### src/design/cprb_pkg.sv
// ----------------------------------------------------------------------------
// Column planes to row bitmap: shared package
// Register codes, size defaults, lane geometry and the read descriptor that
// travels from the issue stage to the merge stage.
// ----------------------------------------------------------------------------
`default_nettype none

package cprb_pkg;

  // Default picture limits.
  localparam int MAX_WIDTH_DEF  = 1024;
  localparam int MAX_HEIGHT_DEF = 1024;

  // Configuration port geometry and register codes.
  localparam int CFG_IDX_W  = 1;
  localparam int CFG_DATA_W = 11;
  localparam logic [CFG_IDX_W-1:0] CFG_IMAGE_WIDTH  = 1'd0;
  localparam logic [CFG_IDX_W-1:0] CFG_IMAGE_HEIGHT = 1'd1;

  // Reset value of both size registers.
  localparam logic [CFG_DATA_W-1:0] SIZE_RESET = 11'd1024;

  // One lane per row of a band; each lane word holds 32 pixels of a row.
  localparam int LANES     = 8;
  localparam int LANE_W    = 3;
  localparam int WORD_BITS = 32;
  localparam int CNT_W     = 6;

  // Status codes of a read result.
  localparam logic STATUS_OK  = 1'b0;
  localparam logic STATUS_ERR = 1'b1;

  // Read descriptor held while the lane memories fetch the row word.
  typedef struct packed {
    logic              status;
    logic [LANE_W-1:0] lane;
    logic [CNT_W-1:0]  keep_cnt;  // pixels of this word inside the picture
    logic [CNT_W-1:0]  pad_cnt;   // pixels up to the end of the last data byte
  } rd_meta_t;

endpackage

`default_nettype wire

### src/design/cprb_merge.sv
// ----------------------------------------------------------------------------
// Column planes to row bitmap: lane merge
// Picks the lane of the requested row and forms the file word: stored pixels
// inside the picture, white padding to the end of the last data byte, zero
// bytes after it, and an all-zero word for a rejected request.
// ----------------------------------------------------------------------------
`default_nettype none

module cprb_merge
  import cprb_pkg::*;
(
  input  wire logic [LANES-1:0][WORD_BITS-1:0] lane_data,
  input  wire rd_meta_t                        meta,
  output logic      [WORD_BITS-1:0]            pixel_word,
  output logic                                 status
);

  logic [WORD_BITS-1:0] sel_word;

  // Lane select by the low row bits.
  assign sel_word = lane_data[meta.lane];

  // Pixel j of the word sits at memory bit j and at file bit 31-j.
  always_comb begin
    pixel_word = '0;
    for (int j = 0; j < WORD_BITS; j++) begin
      if (CNT_W'(j) < meta.keep_cnt) begin
        pixel_word[WORD_BITS-1-j] = sel_word[j];
      end else if (CNT_W'(j) < meta.pad_cnt) begin
        pixel_word[WORD_BITS-1-j] = 1'b1;
      end else begin
        pixel_word[WORD_BITS-1-j] = 1'b0;
      end
    end
    if (meta.status == STATUS_ERR) begin
      pixel_word = '0;
    end
  end

  assign status = meta.status;

endmodule

`default_nettype wire
### config.mk
export PLATFORM = sky130hd
export DESIGN_NAME = cprb_merge
export DESIGN_NICKNAME = d
export VERILOG_FILES = /design/src/design/cprb_pkg.sv /design/src/design/cprb_merge.sv
export SDC_FILE = /design/constraint.sdc
export NUM_CORES = 1
export LEC_CHECK = 0
export BUFFER_PORTS_ARGS = -buffer_cell sky130_fd_sc_hd__clkbuf_2
export CAP_MARGIN = 20
export CORE_AREA = 2 2 119 121
export DETAILED_ROUTE_END_ITERATION = 7
export DIE_AREA = 0 0 121 123
export MAX_ROUTING_LAYER = met4
export PLACE_DENSITY_LB_ADDON = 0.12
export SKIP_LAST_GASP = 1
export SLEW_MARGIN = 20
export SYNTH_ARGS = -nofsm -noshare
export SYNTH_HDL_FRONTEND = slang
export SYNTH_SLANG_ARGS = --single-unit
### constraint.sdc
create_clock -name vclk -period 2.5
set_input_delay 0.5 -clock vclk [all_inputs]
set_output_delay 0.5 -clock vclk [all_outputs]
set_load 0.005 [all_outputs]
==> impl_metrics.py, run 1 <==
metrics = {
    "placement": {
        "placed_cells": 827,
        "io_buffers": 305,
        "hpwlAfterDp_microns": 13600,
        "place.gp.congestion": 0.828,
    },
    "critical_path": {
        "critPathMaxStageDelay_ps": 370,
        "crit_cells": 8,
        "critPathLaunchType": "primary input",
        "critPathKind": "in2out",
        "critical_path.max_fanout": 7,
        "path_buf_inv": 4,
        "arrival_ps": 1920,
        "endpoint_kind": "output port",
        "crit_start": "meta[11]",
        "crit_chain": "clkbuf_2 -> buf_4 -> buf_4 -> nor2_2 -> a21oi_1 -> a211oi_1 -> a311oi_1 -> clkbuf_2",
        "slowest_stage": "a211oi_1",
        "cp_top_family": "compound AO/OA/AOI/OAI gates",
        "required_ps": 2000,
    },
    "global_route": {
        "grtUsageTotal": 0.201,
        "grt_pass1_vias": 4509,
        "grt_max_degree": 34,
        "grt_pass1_wl_microns": 23200,
        "grt_antenna_before_repair": 0,
        "overflow": 0,
    },
    "synthesis": {
        "synth_cell_types": 51,
        "ys_seq_area_frac": 0,
        "synth_nets": 602,
        "netlist_area_sq_um": 2980,
        "synth.top_cell.area_share": 0.363,
        "syn_inst": 330,
        "synth_area_leaders": "mux4_2 (36%), mux2i_1 (10%), a211oi_1 (6.3%), nor2_1 (4.0%), buf_6 (3.8%)",
        "postSynthAreaPerCell_sq_um": 9.03,
        "yosys_warnings": 0,
        "yosysTopAreaCell": "mux4_2",
    },
    "sta": {
        "fmax_ghz": 0.414,
        "setup_violations": 0,
        "fin_crit_ps": 2420,
        "worstMarginPinSlew_ps": 393,
        "rsz0062_at_grt": "true",
        "finalMaxSlewViolations": 0,
        "hold_viol": 0,
        "finalCritPeriodShare": 0.966,
        "slew_headroom": 0.731,
    },
    "cells_and_area": {
        "drive_above_1_share": 0.662,
        "num-fill-cells": 1450,
        "seq_cells": 0,
        "multi_input_area_sq_um": 2700,
        "final_cells": 827,
        "nClkBuffers": 0,
        "fin_util": 0.370,
        "n_antenna_cell": 0,
        "regArea_sq_um": 0,
        "fin_nets": 921,
        "syn_to_final_growth_pct": 69.0,
    },
    "floorplan": {
        "pin_count": 305,
        "die-width_microns": 121,
        "die_y_microns": 123,
        "core-area_sq_um": 13600,
        "initial_core_util": 0.219,
        "rows": 43,
        "design.die.area_sq_um": 14900,
    },
    "run": {
        "max-cap-violations": 0,
    },
    "pwr": {
        "leakagePower_nw": 2.50,
        "ir_worst_vdd_mv": 0.0642,
        "power_density_nw_per_um2": 176,
    },
    "detailed_routing": {
        "wire_per_inst_microns": 18.7,
        "via_per_inst": 5.09,
        "drt-pass1-iter-count": 4,
        "drt_drc_violations_left": 0,
        "num_vias": 4208,
        "final_antenna_net_count": 0,
        "drt_iter0_drc": 117,
        "routed_wl_microns": 15400,
    },
    "worst_hold_path": {
        "whs_endpoint": "status",
        "holdPathStages": 3,
        "hold_class": "in2out",
        "hp-start": "meta[15]",
    },
    "outcome": {
        "status": "completed",
    },
    "clock_network": {
        "cts_setup_buffers": 0,
    },
}
==> metrics by stage <==
stage                     setup WS [ps]  instance area [sq um]  power (W)  hold WS, ps  setup TNS (ps)
after global routing              -31.3                   5030   0.000969         1410           -31.3
after detailed placement          -69.4                   5000   0.000892         1400            -365
after CTS                          23.1                   5000   0.000895         1410               0
after floorplan                     335                   2980   0.000453         1080               0
final                              84.7                   5030   0.000888         1390               0
after global placement            -38.7                   5000   0.000884         1400           -86.4
==> worst max path at each step <==
| stage | to | slack [ps] |
|---|---|---|
| 3_5_place_dp | pixel_word[23] | -70 |
| 2_1_floorplan | pixel_word[13] | 330 |
| 5_1_grt | pixel_word[17] | -30 |
| 3_3_place_gp | pixel_word[3] | -40 |
| 6_report | pixel_word[10] | 80 |
| 4_1_cts | pixel_word[18] | 20 |
==> area by class of cell <==
type,instances,area share
Multi-Input combinational cell,282,0.536
Timing Repair Buffer,361,0.416
Tap cell,180,0.0447
Inverter,4,0.00298
==> power by group <==
part           internal (W)  switching (W)  total [W]
Sequential                0              0          0
Clock                     0              0          0
Combinational      0.000503       0.000385   0.000888
Total              0.000503       0.000385   0.000888
==> synth_stat cells (2+ instances only) <==
master,instances
mux4_2,48
nor2_1,32
mux2i_1,30
a211oi_1,25
nand2_1,16
clkbuf_1,14
nor3_1,12
o22ai_1,12
a311oi_1,11
buf_2,11
nand3_1,11
buf_6,10
a21oi_1,9
buf_4,8
a221oi_1,7
and2_1,6
mux2_2,5
and3_1,4
nor2b_1,4
o21ai_0,4
o22a_1,4
or2_2,4
a22oi_1,3
inv_1,3
nor4_1,3
a2111oi_2,2
nand2b_1,2
nand4_1,2
nor2_2,2
o21a_1,2
o31a_1,2
or2_1,2
or4_1,2
==> logic make-up (layout without fill, tap and decap cells) <==
family / count (synthesis) / count (layout) / synth area share
compound gates: 93 / 93 / 0.241
mux: 83 / 83 / 0.483
simple gates: 106 / 106 / 0.176
buf+inv: 48 / 365 / 0.100
==> cell usage in the layout, fill, tap and decap left out, types with 3 or more instances in the layout <==
cell type / count
o22ai_1: 12
nand3_1: 11
o21ai_0: 4
nor3_1: 11
o22a_1: 4
nor2b_1: 4
buf_4: 45
clkbuf_2: 302
mux4_2: 48
nor2_1: 32
buf_12: 10
a211oi_1: 25
and2_1: 6
or2_2: 4
a221oi_1: 7
a311oi_1: 11
mux2_2: 5
a21oi_1: 9
a22oi_1: 3
inv_1: 3
mux2i_1: 30
nand2_1: 16
and3_1: 4
==> routing by layer <==
metal	vias to the layer above	wire, microns	track usage
met4	0	144	0.0167
met5	-	0	-
met2	184	8000	0.370
met3	14	942	0.0120
li1	2008	-	-
met1	2002	6340	0.251
==> what timing repair did <==
action / 4_1_cts / 5_1_grt
hold buffers: 0 / 0
cloned: 0 / 0
setup endpoints to repair: 10 / 19
endpoints found under the hold margin: 0 / 0
resized for setup: 1 / 9
No activity file was read; power rests on OpenSTA's default activity.
==> run 2, diff against run 1 <==
PLACE_DENSITY = 0.61   (was not set)
PLACE_DENSITY_LB_ADDON = not set   (was 0.12)
==> impl_metrics.py, run 2 (synthesis results as in run 1) <==
metrics = {
    "outcome": {
        "status": "completed",
    },
    "floorplan": {
        "pin_count": 305,
        "core-area_sq_um": 13600,
        "design.die.area_sq_um": 14900,
        "die-width_microns": 121,
        "die_y_microns": 123,
        "initial_core_util": 0.219,
        "rows": 43,
    },
    "placement": {
        "placed_cells": 816,
        "place_area_sq_um": 4890,
        "hpwlAfterDp_microns": 13700,
        "io_buffers": 305,
        "place.gp.congestion": 0.865,
    },
    "detailed_routing": {
        "final_antenna_net_count": 0,
        "routed_wl_microns": 15900,
        "num_vias": 4242,
        "wire_per_inst_microns": 19.5,
        "via_per_inst": 5.19,
        "drt_drc_violations_left": 0,
        "drt_iter0_drc": 146,
        "drt-pass1-iter-count": 4,
    },
    "sta": {
        "setup_violations": 0,
        "rsz0062_at_grt": "true",
        "worstMarginPinSlew_ps": 784,
        "finalMaxSlewViolations": 0,
        "slew_headroom": 0.477,
        "hold_viol": 0,
        "fin_crit_ps": 2440,
        "fmax_ghz": 0.409,
        "finalCritPeriodShare": 0.978,
        "whs_ps": 1400,
    },
    "run": {
        "max-cap-violations": 0,
    },
    "pwr": {
        "ir_worst_vdd_mv": 0.0689,
        "leakagePower_nw": 2.45,
        "power_density_nw_per_um2": 179,
    },
    "critical_path": {
        "slowest_stage": "nor4_1",
        "critical_path.max_fanout": 11,
        "endpoint_kind": "output port",
        "cp_top_family": "simple AND/OR/NAND/NOR gates",
        "critPathLaunchType": "primary input",
        "path_buf_inv": 2,
        "critPathKind": "in2out",
        "required_ps": 2000,
        "critPathMaxStageDelay_ps": 410,
        "arrival_ps": 1940,
        "crit_chain": "clkbuf_4 -> mux2_2 -> and3_1 -> nor4_1 -> a311oi_1 -> clkbuf_2",
    },
    "cells_and_area": {
        "drive_above_1_share": 0.661,
        "final_cells": 817,
        "num-fill-cells": 1486,
        "nClkBuffers": 0,
        "fin_util": 0.366,
        "seq_cells": 0,
        "fin_nets": 911,
        "regArea_sq_um": 0,
        "final_cell_mix": "clkbuf_2 (302), mux4_2 (48), buf_4 (35), nor2_1 (32), mux2i_1 (28)",
        "n_antenna_cell": 0,
        "postLayoutCellArea_sq_um": 4980,
        "syn_to_final_growth_pct": 67.3,
        "final_common_cell": "clkbuf_2",
    },
    "global_route": {
        "grt_pass1_wl_microns": 23200,
        "grtUsageTotal": 0.205,
        "grt_pass1_vias": 4258,
        "overflow": 0,
        "grt_max_degree": 34,
        "grt_antenna_before_repair": 0,
    },
    "clock_network": {
        "ctsHoldBuffers": 0,
    },
    "worst_hold_path": {
        "hold_class": "in2out",
    },
}
run 2: through the flow:
stage / setup WS, ps / setup TNS [ps] / power [W]
final: 55.2 / 0 / 0.000891
after global routing: -10.9 / -10.9 / 0.000970
after CTS: 9.62 / 0 / 0.000879
after detailed placement: -77.4 / -89.7 / 0.000874
after global placement: -70.2 / -70.2 / 0.000869
after floorplan: 335 / 0 / 0.000453
run 2: layer usage:
metal / part of all wire / global-route usage
met4: 0.010 / 0.0203
met5: 0 / -
met2: 0.50 / 0.354
met3: 0.063 / 0.0161
met1: 0.43 / 0.274
run 2: cell type report:
type | instances | area, sq um | share of cell area
Multi-Input combinational cell | 282 | 2730 | 0.547
Timing Repair Buffer | 351 | 2020 | 0.404
Tap cell | 180 | 225 | 0.0452
Inverter | 4 | 15.0 | 0.00301
run 2: power by group:
| group | leakage, nW | internal [W] | switching [W] |
|---|---|---|---|
| registers | 0 | 0 | 0 |
| clock network | 0 | 0 | 0 |
| logic | 2.45 | 0.000496 | 0.000395 |
| total | 2.45 | 0.000496 | 0.000395 |
run 2: final timing paths:
path / endpoint / slack, ps / cells past startpoint / startpoint
worst max-delay path: pixel_word[12] / 60 / 6 / meta[14]
worst min-delay path: pixel_word[29] / 1400 / 4 / meta[6]
run 2: what timing repair did:
| item | CTS | global route |
|---|---|---|
| gates resized for setup | 3 | 13 |
| cloned | 0 | 1 |
| endpoints found under the setup margin | 2 | 15 |
| buffers inserted | 0 | 0 |
| pin swaps | 0 | 0 |
==> run 3, diff against run 2 <==
BUFFER_PORTS_ARGS = -buffer_cell sky130_fd_sc_hd__buf_4   (was -buffer_cell sky130_fd_sc_hd__clkbuf_2)
GPL_ROUTABILITY_DRIVEN = 0   (was not set)
==> impl_metrics.py, run 3 (synthesis results as in run 1) <==
metrics = {
    "critical_path": {
        "critical_path.max_fanout": 13,
        "critPathLaunchType": "primary input",
        "critPathKind": "in2out",
        "cp_top_family": "buffers and inverters",
        "path_buf_inv": 6,
        "crit_chain": "buf_6 -> buf_12 -> buf_4 -> inv_2 -> buf_12 -> nor2_1 -> o22a_1 -> nor3_1 -> buf_4",
        "crit_start": "meta[12]",
        "required_ps": 2000,
        "endpoint_kind": "output port",
        "slowest_stage": "nor3_1",
        "critPathMaxStageDelay_ps": 270,
        "arrival_ps": 1920,
    },
    "worst_hold_path": {
        "hp-start": "meta[15]",
        "hold_class": "in2out",
    },
    "detailed_routing": {
        "num_vias": 4293,
        "drt_iter0_drc": 221,
        "final_antenna_net_count": 0,
        "wire_per_inst_microns": 20.0,
        "drt_drc_violations_left": 0,
        "routed_wl_microns": 16400,
        "via_per_inst": 5.24,
        "drt-pass1-iter-count": 4,
    },
    "floorplan": {
        "die_y_microns": 123,
        "pin_count": 305,
        "initial_core_util": 0.219,
        "core-area_sq_um": 13600,
        "rows": 43,
        "die-width_microns": 121,
        "design.die.area_sq_um": 14900,
    },
    "cells_and_area": {
        "final_common_cell": "buf_4",
        "drive_above_1_share": 0.662,
        "multi_input_area_sq_um": 2710,
        "num-fill-cells": 1377,
        "final_cells": 819,
        "syn_to_final_growth_pct": 92.9,
        "final_cell_mix": "buf_4 (341), mux4_2 (48), nor2_1 (32), mux2i_1 (29), a211oi_1 (24)",
        "n_antenna_cell": 0,
        "fin_nets": 913,
        "seq_cells": 0,
        "nClkBuffers": 0,
        "regArea_sq_um": 0,
    },
    "pwr": {
        "power_density_nw_per_um2": 181,
        "total_power_w": 0.00104,
        "ir_worst_vdd_mv": 0.0671,
        "leakagePower_nw": 2.66,
    },
    "global_route": {
        "grt_pass1_vias": 4517,
        "grt_max_degree": 37,
        "overflow": 0,
        "grt_antenna_before_repair": 0,
        "grt_pass1_wl_microns": 23800,
        "grtUsageTotal": 0.208,
    },
    "sta": {
        "hold_viol": 0,
        "fin_crit_ps": 2420,
        "rsz0062_at_grt": "true",
        "setup_violations": 0,
        "finalMaxSlewViolations": 0,
        "fmax_ghz": 0.414,
        "worstMarginPinSlew_ps": 406,
        "slew_headroom": 0.722,
        "finalCritPeriodShare": 0.967,
        "whs_ps": 1410,
    },
    "placement": {
        "io_buffers": 305,
        "placed_cells": 818,
        "hpwlAfterDp_microns": 14200,
    },
    "clock_network": {
        "ctsHoldBuffers": 0,
    },
    "outcome": {
        "status": "completed",
    },
    "run": {
        "max-cap-violations": 0,
    },
}
run 3: cell count changes in the layout (fill, tap and decap cells not counted), sizes merged:
cell / before / now
buf: 47 / 352
clkbuf: 304 / 1
run 3: stage by stage:
| stage | util | setup WS [ps] | TNS, ps | area [sq um] |
|---|---|---|---|---|
| 4_1_cts | 0.418 | 31.7 | 0 | 5690 |
| 2_1_floorplan | - | 335 | 0 | 2980 |
| 6_report | 0.422 | 81.7 | 0 | 5750 |
| 3_3_place_gp | 0.417 | -112 | -217 | 5680 |
| 3_5_place_dp | 0.417 | -126 | -364 | 5680 |
| 5_1_grt | 0.422 | -46.0 | -64.1 | 5750 |
run 3: timing repair:
item | in CTS | in global routing
endpoints found under the setup margin | 12 | 14
buffers inserted | 0 | 0
resized for setup | 4 | 6
cloned | 0 | 1
run 3: layout make-up:
class	count	share of cell area
tap	180	0.0392
timing repair buffer	353	0.486
multi-input combinational	282	0.472
inverter	4	0.00261
run 3: where the power goes:
part,internal [W],total (W),switching (W)
clock network,0,0,0
registers,0,0,0
logic,0.000639,0.00104,0.000399
run 3: path summary, 6_finish.rpt:
kind              to  cells after the start  slack (ps)
max   pixel_word[23]                      9          80
min           status                      2        1410
run 3: routing by layer:
metal / GRT usage / part of all wire
met1: 0.261 / 0.41
met2: 0.370 / 0.51
met3: 0.0138 / 0.058
met4: 0.0429 / 0.021
met5: - / 0
